<file path="config.mk">
export PLATFORM = sky130hd
export DESIGN_NAME = windowed_energy_peak_vad_core
export DESIGN_NICKNAME = d
export VERILOG_FILES = /design/src/rtl/wepvad_pkg.sv /design/src/rtl/wepvad_window.sv /design/src/rtl/wepvad_segment.sv /design/src/rtl/windowed_energy_peak_vad_core.sv
export VERILOG_INCLUDE_DIRS = /design/src /design/src/rtl
export SDC_FILE = /design/constraint.sdc
export NUM_CORES = 2
export LEC_CHECK = 0
export BUFFER_PORTS_ARGS = -buffer_cell sky130_fd_sc_hd__buf_4
export CAP_MARGIN = 0
export CORE_ASPECT_RATIO = 1.2
export CORE_MARGIN = 2
export CORE_UTILIZATION = 55
export CTS_CLUSTER_SIZE = 28
export DETAILED_ROUTE_END_ITERATION = 8
export GPL_ROUTABILITY_DRIVEN = 0
export PLACE_DENSITY = 0.74
export SETUP_SLACK_MARGIN = 0.02
export SYNTH_ARGS = -nofsm -noshare
export SYNTH_HDL_FRONTEND = slang
export SYNTH_HIERARCHICAL = 1
export SYNTH_SLANG_ARGS = --single-unit
</file>
<file path="constraint.sdc">
create_clock -name clk -period 9.31 [get_ports clk]
set_clock_uncertainty 0.15 [all_clocks]
set_input_delay 1.862 -clock clk [delete_from_list [all_inputs] [get_ports clk]]
set_output_delay 1.862 -clock clk [all_outputs]
set_load 0.03 [all_outputs]
</file>
<file path="src/rtl/windowed_energy_peak_vad_core_defines.svh">
// Assertion macros shared by the voice activity detector RTL.
// Included by wepvad_segment, the module that carries concurrent assertions; needs nothing else.
`ifndef WINDOWED_ENERGY_PEAK_VAD_CORE_DEFINES_SVH
`define WINDOWED_ENERGY_PEAK_VAD_CORE_DEFINES_SVH

// Same-cycle implication, disabled while reset is held.
`define WEPVAD_ASSERT_NOW(label, clk, rst_n, ante, cons) \
  label: assert property (@(posedge clk) disable iff (!rst_n) (ante) |-> (cons)) \
    else $error("wepvad assertion failed");

// Next-cycle implication, disabled while reset is held.
`define WEPVAD_ASSERT_NEXT(label, clk, rst_n, ante, cons) \
  label: assert property (@(posedge clk) disable iff (!rst_n) (ante) |=> (cons)) \
    else $error("wepvad assertion failed");

`endif

</file>
<file path="src/rtl/wepvad_pkg.sv">
// Shared constants, register codes and types for the voice activity detector.
// No dependencies; used by every module of the block.
package wepvad_pkg;

  // Defaults for the top-level parameters.
  localparam int WINDOW_MAX_DEF      = 4096;
  localparam int SAMPLE_WIDTH_DEF    = 16;
  localparam int RUN_COUNT_WIDTH_DEF = 24;

  // Fixed field widths.
  localparam int LEN_W      = 13;
  localparam int SUM_W      = 48;
  localparam int PEAK_THR_W = 15;
  localparam int RUN_CFG_W  = 24;
  localparam int CFG_IDX_W  = 3;
  localparam int CFG_DATA_W = 48;
  localparam int OUT_DATA_W = 8;

  // Configuration register indexes.
  localparam logic [CFG_IDX_W-1:0] CFG_WINDOW_LENGTH   = 3'd0;
  localparam logic [CFG_IDX_W-1:0] CFG_ENERGY_SUM_THR  = 3'd1;
  localparam logic [CFG_IDX_W-1:0] CFG_PEAK_THR        = 3'd2;
  localparam logic [CFG_IDX_W-1:0] CFG_MIN_SOUND       = 3'd3;
  localparam logic [CFG_IDX_W-1:0] CFG_MIN_SILENCE     = 3'd4;
  localparam logic [CFG_IDX_W-1:0] CFG_HANGOVER        = 3'd5;

  // Register values after reset.
  localparam logic [LEN_W-1:0]      LEN_RST         = 13'd882;
  localparam logic [SUM_W-1:0]      SUM_THR_RST     = 48'd9470402888;
  localparam logic [PEAK_THR_W-1:0] PEAK_THR_RST    = 15'd655;
  localparam logic [RUN_CFG_W-1:0]  MIN_SOUND_RST   = 24'd4410;
  localparam logic [RUN_CFG_W-1:0]  MIN_SILENCE_RST = 24'd2205;
  localparam logic [RUN_CFG_W-1:0]  HANGOVER_RST    = 24'd4410;

  // Finished-window event handed from the window stage to the segment stage.
  typedef struct packed {
    logic valid;
    logic active;
  } win_evt_t;

  function automatic int max_int(input int a, input int b);
    return (a > b) ? a : b;
  endfunction

endpackage

</file>
<file path="src/rtl/wepvad_window.sv">
// Window accumulation: magnitude, square, saturating sum, peak and fill count,
// then the energy and peak threshold tests. Depends on wepvad_pkg.
module wepvad_window #(
  parameter int WINDOW_MAX   = wepvad_pkg::WINDOW_MAX_DEF,
  parameter int SAMPLE_WIDTH = wepvad_pkg::SAMPLE_WIDTH_DEF
) (
  input  logic                                  clk,
  input  logic                                  rst_n,
  input  logic                                  adv,
  input  logic                                  in_take,
  input  logic [SAMPLE_WIDTH-1:0]               in_sample,
  input  logic [wepvad_pkg::max_int(wepvad_pkg::LEN_W,
                $clog2(WINDOW_MAX+1))-1:0]      len_eff,
  input  logic [wepvad_pkg::SUM_W-1:0]          sum_thr,
  input  logic [wepvad_pkg::PEAK_THR_W-1:0]     peak_thr,
  output wepvad_pkg::win_evt_t                  evt
);

  localparam int FILL_W = $clog2(WINDOW_MAX + 1);
  localparam int CMP_W  = wepvad_pkg::max_int(wepvad_pkg::LEN_W, FILL_W);
  localparam int SQ_W   = 2 * SAMPLE_WIDTH - 1;
  localparam int SUM_W  = wepvad_pkg::SUM_W;
  localparam int PK_W   = wepvad_pkg::max_int(SAMPLE_WIDTH, wepvad_pkg::PEAK_THR_W);

  // Stage 1: input register.
  logic                    s1_valid_r;
  logic [SAMPLE_WIDTH-1:0] s1_sample_r;

  // Stage 2: magnitude and square.
  logic                    s2_valid_r;
  logic [SAMPLE_WIDTH-1:0] s2_mag_r;
  logic [SQ_W-1:0]         s2_sq_r;
  logic [SAMPLE_WIDTH-1:0] mag_nxt;
  logic [2*SAMPLE_WIDTH-1:0] prod;

  // Stage 3: window state and finished-window totals.
  logic [SUM_W-1:0]        energy_sum_r;
  logic [SAMPLE_WIDTH-1:0] peak_level_r;
  logic [FILL_W-1:0]       window_fill_r;
  logic                    tot_valid_r;
  logic [SUM_W-1:0]        tot_sum_r;
  logic [SAMPLE_WIDTH-1:0] tot_peak_r;
  logic [SUM_W:0]          sum_add;
  logic [SUM_W-1:0]        sum_nxt;
  logic [SAMPLE_WIDTH-1:0] peak_nxt;
  logic [CMP_W-1:0]        fill_inc;
  logic                    win_end;

  // Stage 4: threshold tests.
  logic                    act_valid_r;
  logic                    active_r;
  logic                    active_nxt;

  // Input register.
  always_ff @(posedge clk) begin
    if (!rst_n) begin
      s1_valid_r <= 1'b0;
    end else if (adv) begin
      s1_valid_r <= in_take;
    end
  end

  always_ff @(posedge clk) begin
    if (adv && in_take) begin
      s1_sample_r <= in_sample;
    end
  end

  // Magnitude by negation; the most negative code yields its unsigned magnitude.
  // The signed square equals the squared magnitude and fits in SQ_W bits.
  always_comb begin
    mag_nxt = s1_sample_r[SAMPLE_WIDTH-1] ? (~s1_sample_r + 1'b1) : s1_sample_r;
    prod    = $signed(s1_sample_r) * $signed(s1_sample_r);
  end

  always_ff @(posedge clk) begin
    if (!rst_n) begin
      s2_valid_r <= 1'b0;
    end else if (adv) begin
      s2_valid_r <= s1_valid_r;
    end
  end

  always_ff @(posedge clk) begin
    if (adv) begin
      s2_mag_r <= mag_nxt;
      s2_sq_r  <= prod[SQ_W-1:0];
    end
  end

  // Saturating accumulate, peak hold and window end detection.
  always_comb begin
    sum_add  = {1'b0, energy_sum_r} + (SUM_W + 1)'(s2_sq_r);
    sum_nxt  = sum_add[SUM_W] ? {SUM_W{1'b1}} : sum_add[SUM_W-1:0];
    peak_nxt = (s2_mag_r > peak_level_r) ? s2_mag_r : peak_level_r;
    fill_inc = CMP_W'(window_fill_r) + 1'b1;
    win_end  = (fill_inc >= len_eff);
  end

  always_ff @(posedge clk) begin
    if (!rst_n) begin
      energy_sum_r  <= '0;
      peak_level_r  <= '0;
      window_fill_r <= '0;
      tot_valid_r   <= 1'b0;
    end else if (adv) begin
      tot_valid_r <= s2_valid_r && win_end;
      if (s2_valid_r) begin
        if (win_end) begin
          energy_sum_r  <= '0;
          peak_level_r  <= '0;
          window_fill_r <= '0;
        end else begin
          energy_sum_r  <= sum_nxt;
          peak_level_r  <= peak_nxt;
          window_fill_r <= fill_inc[FILL_W-1:0];
        end
      end
    end
  end

  always_ff @(posedge clk) begin
    if (adv && s2_valid_r && win_end) begin
      tot_sum_r  <= sum_nxt;
      tot_peak_r <= peak_nxt;
    end
  end

  // Energy and peak tests on the finished window.
  always_comb begin
    active_nxt = (tot_sum_r > sum_thr) || (PK_W'(tot_peak_r) > PK_W'(peak_thr));
  end

  always_ff @(posedge clk) begin
    if (!rst_n) begin
      act_valid_r <= 1'b0;
    end else if (adv) begin
      act_valid_r <= tot_valid_r;
    end
  end

  always_ff @(posedge clk) begin
    if (adv && tot_valid_r) begin
      active_r <= active_nxt;
    end
  end

  assign evt.valid  = act_valid_r;
  assign evt.active = active_r;

endmodule

</file>
<file path="src/rtl/wepvad_segment.sv">
// Segment tracking: sound and silence run counters, segment flag, hangover,
// and the result register with its skid stage. Depends on wepvad_pkg and the
// assertion macro header.
`include "windowed_energy_peak_vad_core_defines.svh"

module wepvad_segment #(
  parameter int WINDOW_MAX      = wepvad_pkg::WINDOW_MAX_DEF,
  parameter int RUN_COUNT_WIDTH = wepvad_pkg::RUN_COUNT_WIDTH_DEF
) (
  input  logic                                  clk,
  input  logic                                  rst_n,
  input  wepvad_pkg::win_evt_t                  evt,
  input  logic [wepvad_pkg::max_int(wepvad_pkg::LEN_W,
                $clog2(WINDOW_MAX+1))-1:0]      step,
  input  logic [wepvad_pkg::RUN_CFG_W-1:0]      min_sound,
  input  logic [wepvad_pkg::RUN_CFG_W-1:0]      min_silence,
  input  logic [wepvad_pkg::RUN_CFG_W-1:0]      hangover,
  output logic                                  adv,
  output logic                                  out_tvalid,
  input  logic                                  out_tready,
  output logic [wepvad_pkg::OUT_DATA_W-1:0]     out_tdata
);

  localparam int CMP_W  = wepvad_pkg::max_int(wepvad_pkg::LEN_W, $clog2(WINDOW_MAX + 1));
  localparam int ADD_W  = wepvad_pkg::max_int(RUN_COUNT_WIDTH, CMP_W) + 1;
  localparam int RC_W   = wepvad_pkg::max_int(RUN_COUNT_WIDTH, wepvad_pkg::RUN_CFG_W);
  localparam int RES_W  = 5;

  logic                       segment_flag_r;
  logic [RUN_COUNT_WIDTH-1:0] sound_run_r;
  logic [RUN_COUNT_WIDTH-1:0] silence_run_r;

  logic [ADD_W-1:0]           sound_add;
  logic [ADD_W-1:0]           silence_add;
  logic [RUN_COUNT_WIDTH-1:0] sound_sat;
  logic [RUN_COUNT_WIDTH-1:0] silence_sat;
  logic [RUN_COUNT_WIDTH-1:0] sound_nxt;
  logic [RUN_COUNT_WIDTH-1:0] silence_nxt;
  logic                       segment_nxt;
  logic                       start_nxt;
  logic                       end_nxt;
  logic                       keep_nxt;
  logic                       accept_new;

  // Result fields from the lowest bit up: active, in segment, start, end, keep.
  logic [RES_W-1:0]           res_nxt;
  logic                       out_valid_r;
  logic [RES_W-1:0]           out_res_r;
  logic                       skid_valid_r;
  logic [RES_W-1:0]           skid_res_r;

  // The pipeline moves unless a result waits in the skid register.
  assign adv        = !skid_valid_r;
  assign accept_new = evt.valid && adv;

  // Saturating run updates and segment decisions.
  always_comb begin
    sound_add   = ADD_W'(sound_run_r) + ADD_W'(step);
    silence_add = ADD_W'(silence_run_r) + ADD_W'(step);
    sound_sat   = (sound_add > ADD_W'({RUN_COUNT_WIDTH{1'b1}})) ?
                  {RUN_COUNT_WIDTH{1'b1}} : sound_add[RUN_COUNT_WIDTH-1:0];
    silence_sat = (silence_add > ADD_W'({RUN_COUNT_WIDTH{1'b1}})) ?
                  {RUN_COUNT_WIDTH{1'b1}} : silence_add[RUN_COUNT_WIDTH-1:0];
    start_nxt   = 1'b0;
    end_nxt     = 1'b0;
    segment_nxt = segment_flag_r;
    if (evt.active) begin
      sound_nxt   = sound_sat;
      silence_nxt = '0;
      if (!segment_flag_r && (RC_W'(sound_sat) >= RC_W'(min_sound))) begin
        segment_nxt = 1'b1;
        start_nxt   = 1'b1;
      end
    end else begin
      sound_nxt   = '0;
      silence_nxt = silence_sat;
      if (segment_flag_r && (RC_W'(silence_sat) >= RC_W'(min_silence))) begin
        segment_nxt = 1'b0;
        end_nxt     = 1'b1;
      end
    end
    keep_nxt = segment_nxt ||
               ((silence_nxt != '0) && (RC_W'(silence_nxt) <= RC_W'(hangover)));
    res_nxt  = {keep_nxt, end_nxt, start_nxt, segment_nxt, evt.active};
  end

  always_ff @(posedge clk) begin
    if (!rst_n) begin
      segment_flag_r <= 1'b0;
      sound_run_r    <= '0;
      silence_run_r  <= '0;
    end else if (accept_new) begin
      segment_flag_r <= segment_nxt;
      sound_run_r    <= sound_nxt;
      silence_run_r  <= silence_nxt;
    end
  end

  // Result register with a skid stage behind it.
  always_ff @(posedge clk) begin
    if (!rst_n) begin
      out_valid_r  <= 1'b0;
      skid_valid_r <= 1'b0;
    end else if (!out_valid_r || out_tready) begin
      if (skid_valid_r) begin
        out_valid_r  <= 1'b1;
        skid_valid_r <= 1'b0;
      end else begin
        out_valid_r  <= accept_new;
      end
    end else if (accept_new) begin
      skid_valid_r <= 1'b1;
    end
  end

  always_ff @(posedge clk) begin
    if (!out_valid_r || out_tready) begin
      out_res_r <= skid_valid_r ? skid_res_r : res_nxt;
    end else if (accept_new) begin
      skid_res_r <= res_nxt;
    end
  end

  assign out_tvalid = out_valid_r;
  assign out_tdata  = wepvad_pkg::OUT_DATA_W'(out_res_r);

  // The skid register only fills behind a result that is being held.
  `WEPVAD_ASSERT_NOW(a_skid_behind_out, clk, rst_n, skid_valid_r, out_valid_r)
  // A window that opens a segment reports itself inside it.
  `WEPVAD_ASSERT_NOW(a_start_in_seg, clk, rst_n, out_valid_r && out_res_r[2], out_res_r[1])
  // A window that closes a segment reports itself outside it.
  `WEPVAD_ASSERT_NOW(a_end_out_seg, clk, rst_n, out_valid_r && out_res_r[3], !out_res_r[1])
  // A held result stays put until the beat completes.
  `WEPVAD_ASSERT_NEXT(a_out_hold, clk, rst_n, out_valid_r && !out_tready,
                      out_valid_r && $stable(out_res_r))

endmodule

</file>
<file path="src/rtl/windowed_energy_peak_vad_core.sv">
// Windowed energy and peak voice activity detector: one sample beat in per
// clock while in_tready is high; a beat of five flags out at the end of every
// window, none otherwise. Results pass through five register stages (input,
// square, accumulate, threshold test, and the segment update together with
// the result register) after a window's last sample is taken. Throughput is
// one sample per cycle while in_tready is high, set by the accumulate stage
// that updates the window sum once per sample; in_tready is low during reset
// and otherwise falls only while a result sits in the skid register because
// the output side is stalled. A window length of zero discards every sample;
// lengths above WINDOW_MAX act as WINDOW_MAX. Configuration must be written
// only while no sample is in flight; the block itself does not enforce this.
module windowed_energy_peak_vad_core #(
  parameter int WINDOW_MAX      = wepvad_pkg::WINDOW_MAX_DEF,
  parameter int SAMPLE_WIDTH    = wepvad_pkg::SAMPLE_WIDTH_DEF,
  parameter int RUN_COUNT_WIDTH = wepvad_pkg::RUN_COUNT_WIDTH_DEF
) (
  input  logic                                    clk,
  input  logic                                    rst_n,
  input  logic                                    in_tvalid,
  output logic                                    in_tready,
  // sample (signed)
  input  logic [((SAMPLE_WIDTH + 7) / 8) * 8-1:0] in_tdata,
  output logic                                    out_tvalid,
  input  logic                                    out_tready,
  // window_active, in_segment, segment_start, segment_end, keep_window
  output logic [wepvad_pkg::OUT_DATA_W-1:0]       out_tdata,
  input  logic                                    cfg_we,
  input  logic [wepvad_pkg::CFG_IDX_W-1:0]        cfg_index,
  input  logic [wepvad_pkg::CFG_DATA_W-1:0]       cfg_wdata
);

  localparam int CMP_W = wepvad_pkg::max_int(wepvad_pkg::LEN_W, $clog2(WINDOW_MAX + 1));

  logic [wepvad_pkg::LEN_W-1:0]      window_length_r;
  logic [wepvad_pkg::SUM_W-1:0]      energy_sum_thr_r;
  logic [wepvad_pkg::PEAK_THR_W-1:0] peak_thr_r;
  logic [wepvad_pkg::RUN_CFG_W-1:0]  min_sound_r;
  logic [wepvad_pkg::RUN_CFG_W-1:0]  min_silence_r;
  logic [wepvad_pkg::RUN_CFG_W-1:0]  hangover_r;

  logic [CMP_W-1:0]     len_ext;
  logic [CMP_W-1:0]     len_eff;
  logic                 adv;
  logic                 in_take;
  wepvad_pkg::win_evt_t evt;

  // Configuration registers.
  always_ff @(posedge clk) begin
    if (!rst_n) begin
      window_length_r  <= wepvad_pkg::LEN_RST;
      energy_sum_thr_r <= wepvad_pkg::SUM_THR_RST;
      peak_thr_r       <= wepvad_pkg::PEAK_THR_RST;
      min_sound_r      <= wepvad_pkg::MIN_SOUND_RST;
      min_silence_r    <= wepvad_pkg::MIN_SILENCE_RST;
      hangover_r       <= wepvad_pkg::HANGOVER_RST;
    end else if (cfg_we) begin
      case (cfg_index)
        wepvad_pkg::CFG_WINDOW_LENGTH: begin
          window_length_r <= cfg_wdata[wepvad_pkg::LEN_W-1:0];
        end
        wepvad_pkg::CFG_ENERGY_SUM_THR: begin
          energy_sum_thr_r <= cfg_wdata[wepvad_pkg::SUM_W-1:0];
        end
        wepvad_pkg::CFG_PEAK_THR: begin
          peak_thr_r <= cfg_wdata[wepvad_pkg::PEAK_THR_W-1:0];
        end
        wepvad_pkg::CFG_MIN_SOUND: begin
          min_sound_r <= cfg_wdata[wepvad_pkg::RUN_CFG_W-1:0];
        end
        wepvad_pkg::CFG_MIN_SILENCE: begin
          min_silence_r <= cfg_wdata[wepvad_pkg::RUN_CFG_W-1:0];
        end
        wepvad_pkg::CFG_HANGOVER: begin
          hangover_r <= cfg_wdata[wepvad_pkg::RUN_CFG_W-1:0];
        end
        default: begin
        end
      endcase
    end
  end

  // Effective window length, clamped to the largest supported window.
  always_comb begin
    len_ext = CMP_W'(window_length_r);
    len_eff = (len_ext > CMP_W'(WINDOW_MAX)) ? CMP_W'(WINDOW_MAX) : len_ext;
  end

  // Samples taken while the window length is zero are dropped.
  assign in_tready = adv && rst_n;
  assign in_take   = in_tvalid && in_tready && (window_length_r != '0);

  wepvad_window #(
    .WINDOW_MAX   (WINDOW_MAX),
    .SAMPLE_WIDTH (SAMPLE_WIDTH)
  ) u_window (
    .clk       (clk),
    .rst_n     (rst_n),
    .adv       (adv),
    .in_take   (in_take),
    .in_sample (in_tdata[SAMPLE_WIDTH-1:0]),
    .len_eff   (len_eff),
    .sum_thr   (energy_sum_thr_r),
    .peak_thr  (peak_thr_r),
    .evt       (evt)
  );

  wepvad_segment #(
    .WINDOW_MAX      (WINDOW_MAX),
    .RUN_COUNT_WIDTH (RUN_COUNT_WIDTH)
  ) u_segment (
    .clk         (clk),
    .rst_n       (rst_n),
    .evt         (evt),
    .step        (len_eff),
    .min_sound   (min_sound_r),
    .min_silence (min_silence_r),
    .hangover    (hangover_r),
    .adv         (adv),
    .out_tvalid  (out_tvalid),
    .out_tready  (out_tready),
    .out_tdata   (out_tdata)
  );

endmodule

</file>
# Word level (Yosys, flattened, before mapping)
# Index checks and enable logic that the tools add are counted.
# classes
addsub	5
multipliers	1
magnitude_cmp	10
n_eq_ne	5
mux	20
n_bitwise	4
reduce_logical	30
# ops
operator	n
2-to-1 mux 24 bit	4
2-to-1 mux 48 bit	2
adder 24 x 13 -> 25 bit	2
> comparator 25 x 24 -> 1 bit, second input constant	2
adder 48 x 31 -> 49 bit	1
greater-or-equal comparator 24 bit	2
> comparator 48 bit	1
2-to-1 mux 16 bit	2
multiplier 16 x 16 -> 31 bit	1
2-to-1 mux 13 bit	2
<= comparator 24 bit	1
nonzero test 24 bit	1
adder 16 x 1 -> 16 bit, second input constant	1
> comparator 16 x 15 -> 1 bit	1
> comparator 16 bit	1
NOT 16 bit	1
AND reduction 2 bit	8
2-to-1 mux 15 bit	1
adder 13 x 1 -> 13 bit, second input constant	1
greater-or-equal comparator 13 bit	1
> comparator 13 bit, second input constant	1
nonzero test 13 bit	1
logical AND 1 bit	12
2-to-1 mux 1 bit	8
9 further kinds	17
# word_totals
register_bits	418
inputBits	72
output_inout_bits	10

# Longest topological paths before layout
# depth
depth_word	11
mapped_depth	26
ltp_nobuf	24

# Modules after synthesis
# Netlist, hierarchy kept.
# by_module_without_submodules
module	instances	cells_each	area_per_inst_um2	seq_area_each_um2
wepvad_window	1	2252	21062.7	5405.2
wepvad_segment	1	830	6486.2	1321.3
windowed_energy_peak_vad_core	1	658	5566.6	2962.8

# Worst setup path before layout
# Ideal clock, no wire load.
# synth_path
path_type	register -> register
startpoint	register u_window.s1_sample_r[15]
endpoint	register u_window.s2_sq_r[29] (data pin)
arrival_ps	6541
t_required_ps	8889
setup_slack_ps	2348
path_stages_with_launch	24
n_path_buf	3
synth_period_minus_slack_ps	6962
path_cell_list	edfxtp_1 -> clkbuf_1 -> clkinv_1 -> clkbuf_1 -> nor2_1 -> fa_1 -> inv_1 -> fa_1 -> inv_1 -> fa_1 -> fa_1 -> fa_1 -> inv_1 -> fa_1 -> inv_1 -> ha_1 -> clkbuf_1 -> a21o_1 -> or3_1 -> o21ai_0 -> a21oi_1 -> a41oi_1 -> mux2i_1 -> o2111ai_1
# synth_via
elab_chain_len	1
# synth_rtl
item	line	rtl
from (decl)	wepvad_window.sv:27	logic [SAMPLE_WIDTH-1:0] s1_sample_r;
from (signal assigned)	wepvad_window.sv:65	s1_sample_r <= in_sample;
multiplier 16 x 16 -> 31 bit	wepvad_window.sv:73	prod = $signed(s1_sample_r) * $signed(s1_sample_r);
named net u_window.prod[29]	wepvad_window.sv:34	logic [2*SAMPLE_WIDTH-1:0] prod;
to (signal assigned)	wepvad_window.sv:87	s2_sq_r <= prod[SQ_W-1:0];
to (decl)	wepvad_window.sv:32	logic [SQ_W-1:0] s2_sq_r;
# The timed path passes the listed nets, and every way through them passes these cells.
# A chain may end at the register's enable or synchronous reset.

# Worst setup path after layout
# layout_path
startpoint	register u_window.s1_sample_r[1]
endpoint	register u_window.s2_sq_r[29] (data pin)
# The elaborated chain is that of the path after synthesis.

==> results.sh <==
export IMPL_arrival_ns=7.66
export IMPL_postSynthAreaPerCell_sq_um=8.854
export IMPL_crit_chain="clkinv_1, nor2_1, fa_1, inv_1, fa_1, inv_1, fa_1, fa_1, fa_1, fa_1, ha_1, a21o_1, a21o_1, or3_1, o21ai_0, a21oi_1, a41oi_1, mux2i_1, o2111ai_1"
export IMPL_grt_setup_unrepaired="no"
export IMPL_totalNegativeSetupSlack_ns=0
export IMPL_synth_enable_flop_cells=136
export IMPL_yosys_register_bits=416
export IMPL_critical_path_max_stage_delay_ns=0.72
export IMPL_antenna_diode_count=0
export IMPL_switching_power_mw=3.920
export IMPL_synth_yosys_seq_area_share_pct=29.26
export IMPL_tritoncts_num_buffers=44
export IMPL_pwr_share_clk_pct=19.4
export IMPL_min_delay_startpoint="hangover_r[16]"
export IMPL_groute_layer_met2_usage_pct=48.91
export IMPL_criticalPathCategory="flop to flop"
export IMPL_post_cts_resized_instances=0
export IMPL_post_layout_total_power_mw=9.414
export IMPL_placed_instance_area_sq_mm=0.03412
export IMPL_first_pass_iters=6
export IMPL_area_growth_synth_to_final_pct=7.534
export IMPL_power_frac_seq_pct=24.3
export IMPL_relSlewSlack_pct=17.42
export IMPL_global_route_usage_total_pct=26.48
export IMPL_timing_hold_worst_endpoint="hangover_r[16]"
export IMPL_source_to_sink_clock_delay_at_the_later_pin_of_the_worst_skew_pair_ns=0.60
export IMPL_critPathBufInv=3
export IMPL_timing_critical_path_fanout_max=17
export IMPL_maximum_number_of_pins_on_one_net_before_global_route_repair=84
export IMPL_synthTopCellsByCount="sky130_fd_sc_hd__nand2_1, sky130_fd_sc_hd__inv_1, sky130_fd_sc_hd__ha_1"
export IMPL_worst_slew_pin_transition_ns=1.226
export IMPL_hp_class="flop to flop"
export IMPL_num_nets_final=4340
export IMPL_met1_usage_pct=29.96
export IMPL_floorplan_io_pins=82
export IMPL_io_buffers=78
export IMPL_yosysWarnings=6
export IMPL_power_density_mw_per_mm2=264.4
export IMPL_reg2regPathDepth=19
export IMPL_routed_wirelength_mm=81.29
export IMPL_synth_most_common_cell="sky130_fd_sc_hd__nand2_1"
export IMPL_detailedPlacementHpwl_mm=62.29
export IMPL_fin_util_pct=59.76
export IMPL_post_syn_area_sq_mm=0.03312
export IMPL_initial_core_util_pct=55.57
export IMPL_worst_r2r_startpoint="u_window/s1_sample_r[1]"
export IMPL_setup_violations=0
export IMPL_core_sq_mm=0.05959
export IMPL_cts_sinks=416
export IMPL_holdPathStages=2
export IMPL_number_of_setup_buffers_added_after_cts=0
export IMPL_ys_types=111
export IMPL_fraction_of_final_layout_cells_with_drive_strength_greater_than_1_pct=6.810
export IMPL_timing_final_crit_share_pct=80.55
export IMPL_ys_dominant_reg_cell="sky130_fd_sc_hd__dfxtp_1"
export IMPL_pwr_share_comb_pct=56.3
export IMPL_worst_setup_hold_path_clk_slew_ns=0.07
export IMPL_tritoncts="done"
export IMPL_drtIter0Drc=1538
export IMPL_cts_hold_buffers=0
export IMPL_num_vias=25790
export IMPL_cpLargestDelayFamily="adder cells"
export IMPL_gr_total_overflow=0
export IMPL_wire_length_of_the_first_global_routing_pass_mm=132.6
export IMPL_cts_root_buffer="sky130_fd_sc_hd__clkbuf_16"
export IMPL_layout_min_cycle_time_ns=7.499
export IMPL_run_status="finished clean"
export IMPL_fp_dieArea_sq_mm=0.06220
export IMPL_number_of_global_route_vias_before_repair=25920
export IMPL_via_to_cell_ratio=5.657
export IMPL_max_freq_mhz=133.3
export IMPL_dieHeight_microns=272.8
export IMPL_gr_usage_met3_pct=3.109
export IMPL_chipWidth_microns=228.0
export IMPL_avgRoutedWirePerCell_microns=17.83
export IMPL_worst_ep_required_time_ns=9.47
export IMPL_cap_violations=0
export IMPL_final_hold_violation_count=0
export IMPL_clock_tree_htree_level_count=2
export IMPL_route_detailed_drc=0
export IMPL_busiest_grt_layer="met2"
export IMPL_power_leakage_nw=16.21
export IMPL_layout_cell_area_non_filler_sq_mm=0.03561
export IMPL_setup_slack_of_the_most_critical_reg_to_reg_path_ns=1.81
export IMPL_yosysTopAreaCellShare_pct=16.93
export IMPL_ant_nets=0
export IMPL_timing_final_max_slew_violations=0
export IMPL_worst_setup_path_end_kind="flop"
export IMPL_synth_top_cells_by_area="sky130_fd_sc_hd__dfxtp_1, sky130_fd_sc_hd__fa_1, sky130_fd_sc_hd__edfxtp_1"
export IMPL_startpoint_type_of_the_worst_setup_path="flop"
export IMPL_clk_path_buf_depth=3
export IMPL_synth_largest_area_cell="sky130_fd_sc_hd__dfxtp_1"
export IMPL_switching_share_of_power_pct=41.64
export IMPL_worst_r2r_endpoint="u_window/s2_sq_r[29]"
export IMPL_placementRows=98
export IMPL_timing_critical_path_slowest_stage_cell="sky130_fd_sc_hd__edfxtp_1"
export IMPL_grt_antenna_before_repair=0
export IMPL_p_int_mw=5.494
export IMPL_netlist_instances=3740
export IMPL_postSynth_asyncResetShare_pct=0
export IMPL_power_ir_vdd_worst_mv=0.8720
export IMPL_crit_top_cell="sky130_fd_sc_hd__fa_1"
[per-stage QoR]
stage	instances	setup WS (ns)	hold slack [ns]
finish	4559	1.811	0.3042
global route	4559	1.241	0.3246
CTS	4559	1.789	0.3046
detailed placement	4478	1.863	0.2960
global placement	4478	1.986	0.2910
floorplan	3742	2.348	0.2697
[sequential cells by signal, summed over array words and instances (netlist names), 15 cells and up]
signal,cells
min_sound_r,24
peak_thr_r,15
u_window/tot_sum_r,48
u_window/tot_peak_r,16
u_window/energy_sum_r,48
u_window/s1_sample_r,16
u_segment/silence_run_r,24
u_window/s2_sq_r,29
u_segment/sound_run_r,24
u_window/s2_mag_r,16
hangover_r,24
u_window/peak_level_r,16
min_silence_r,24
energy_sum_thr_r,48
[cell type report]
cell class,count,area (sq um)
Inverter,549,2061
Clock inverter,20,203.9
Sequential cell,416,9689
Clock buffer,61,1290
Tap cell,800,1001
Multi-Input combinational cell,2610,20590
Fill cell,5182,23980
Timing Repair Buffer,103,777.0
[kinds of logic after synthesis]
logic type	count (synthesis)	synth area share, %
adder cells (fa/ha/maj)	544	25.81
multiplexers	30	0.9370
AO/OA/AOI/OAI	752	15.66
AND/OR/NAND/NOR	1155	16.33
other	1	0.01132
flip-flops	416	29.26
buffers and inverters	716	8.660
XOR/XNOR	126	3.332
[power groups by stage]
stage | combinational [mW] | clock (mW) | sequential (mW)
4_1_cts | 5.29 | 1.86 | 2.29
5_1_grt | 6.07 | 1.93 | 2.29
6_report | 5.30 | 1.83 | 2.29
3_5_place_dp | 5.27 | 0 | 2.33
2_1_floorplan | 4.10 | 0 | 2.29
3_3_place_gp | 5.15 | 0 | 2.32
[cell usage in the layout (no fill, tap or decap), types with 47 or more instances in the layout]
| master | n |
|---|---|
| sky130_fd_sc_hd__o21ai_0 | 141 |
| sky130_fd_sc_hd__edfxtp_1 | 136 |
| sky130_fd_sc_hd__nor2_1 | 154 |
| sky130_fd_sc_hd__clkbuf_16 | 48 |
| sky130_fd_sc_hd__inv_1 | 544 |
| sky130_fd_sc_hd__a21oi_1 | 165 |
| sky130_fd_sc_hd__a22o_1 | 48 |
| sky130_fd_sc_hd__nor3_1 | 48 |
| sky130_fd_sc_hd__nor2b_1 | 47 |
| sky130_fd_sc_hd__a21boi_0 | 61 |
| sky130_fd_sc_hd__nand2_1 | 557 |
| sky130_fd_sc_hd__nand3_1 | 123 |
| sky130_fd_sc_hd__fa_1 | 232 |
| sky130_fd_sc_hd__a21o_1 | 81 |
| sky130_fd_sc_hd__dfxtp_1 | 280 |
| sky130_fd_sc_hd__ha_1 | 312 |
| sky130_fd_sc_hd__buf_4 | 102 |
| sky130_fd_sc_hd__xnor2_1 | 86 |
[layer usage]
layer	share of wire, %	up-vias
li1	-	12500
met3	4.1	237
met5	0	-
met4	5.6	0
met1	39	12400
met2	51	651
[worst max path at each step]
stage,startpoint,slack (ns),end,cells after the start
5_1_grt,u_window/s1_sample_r[1],1.24,u_window/s2_sq_r[29],19
3_3_place_gp,u_window/s1_sample_r[1],1.99,u_window/s2_sq_r[29],19
4_1_cts,u_window/s1_sample_r[1],1.79,u_window/s2_sq_r[29],19
6_report,u_window/s1_sample_r[1],1.81,u_window/s2_sq_r[29],19
3_5_place_dp,u_window/s1_sample_r[1],1.86,u_window/s2_sq_r[29],19
2_1_floorplan,u_window/s1_sample_r[15],2.35,u_window/s2_sq_r[29],23
[worst min-delay path, delay by kind of cell (launching register included)]
kind	cells	cell delay, ns
AOI/OAI and AO/OA	1	0.05
and+or+nand+nor	1	0.05
DFF	1	0.31
No activity file was read; power rests on OpenSTA's default activity.
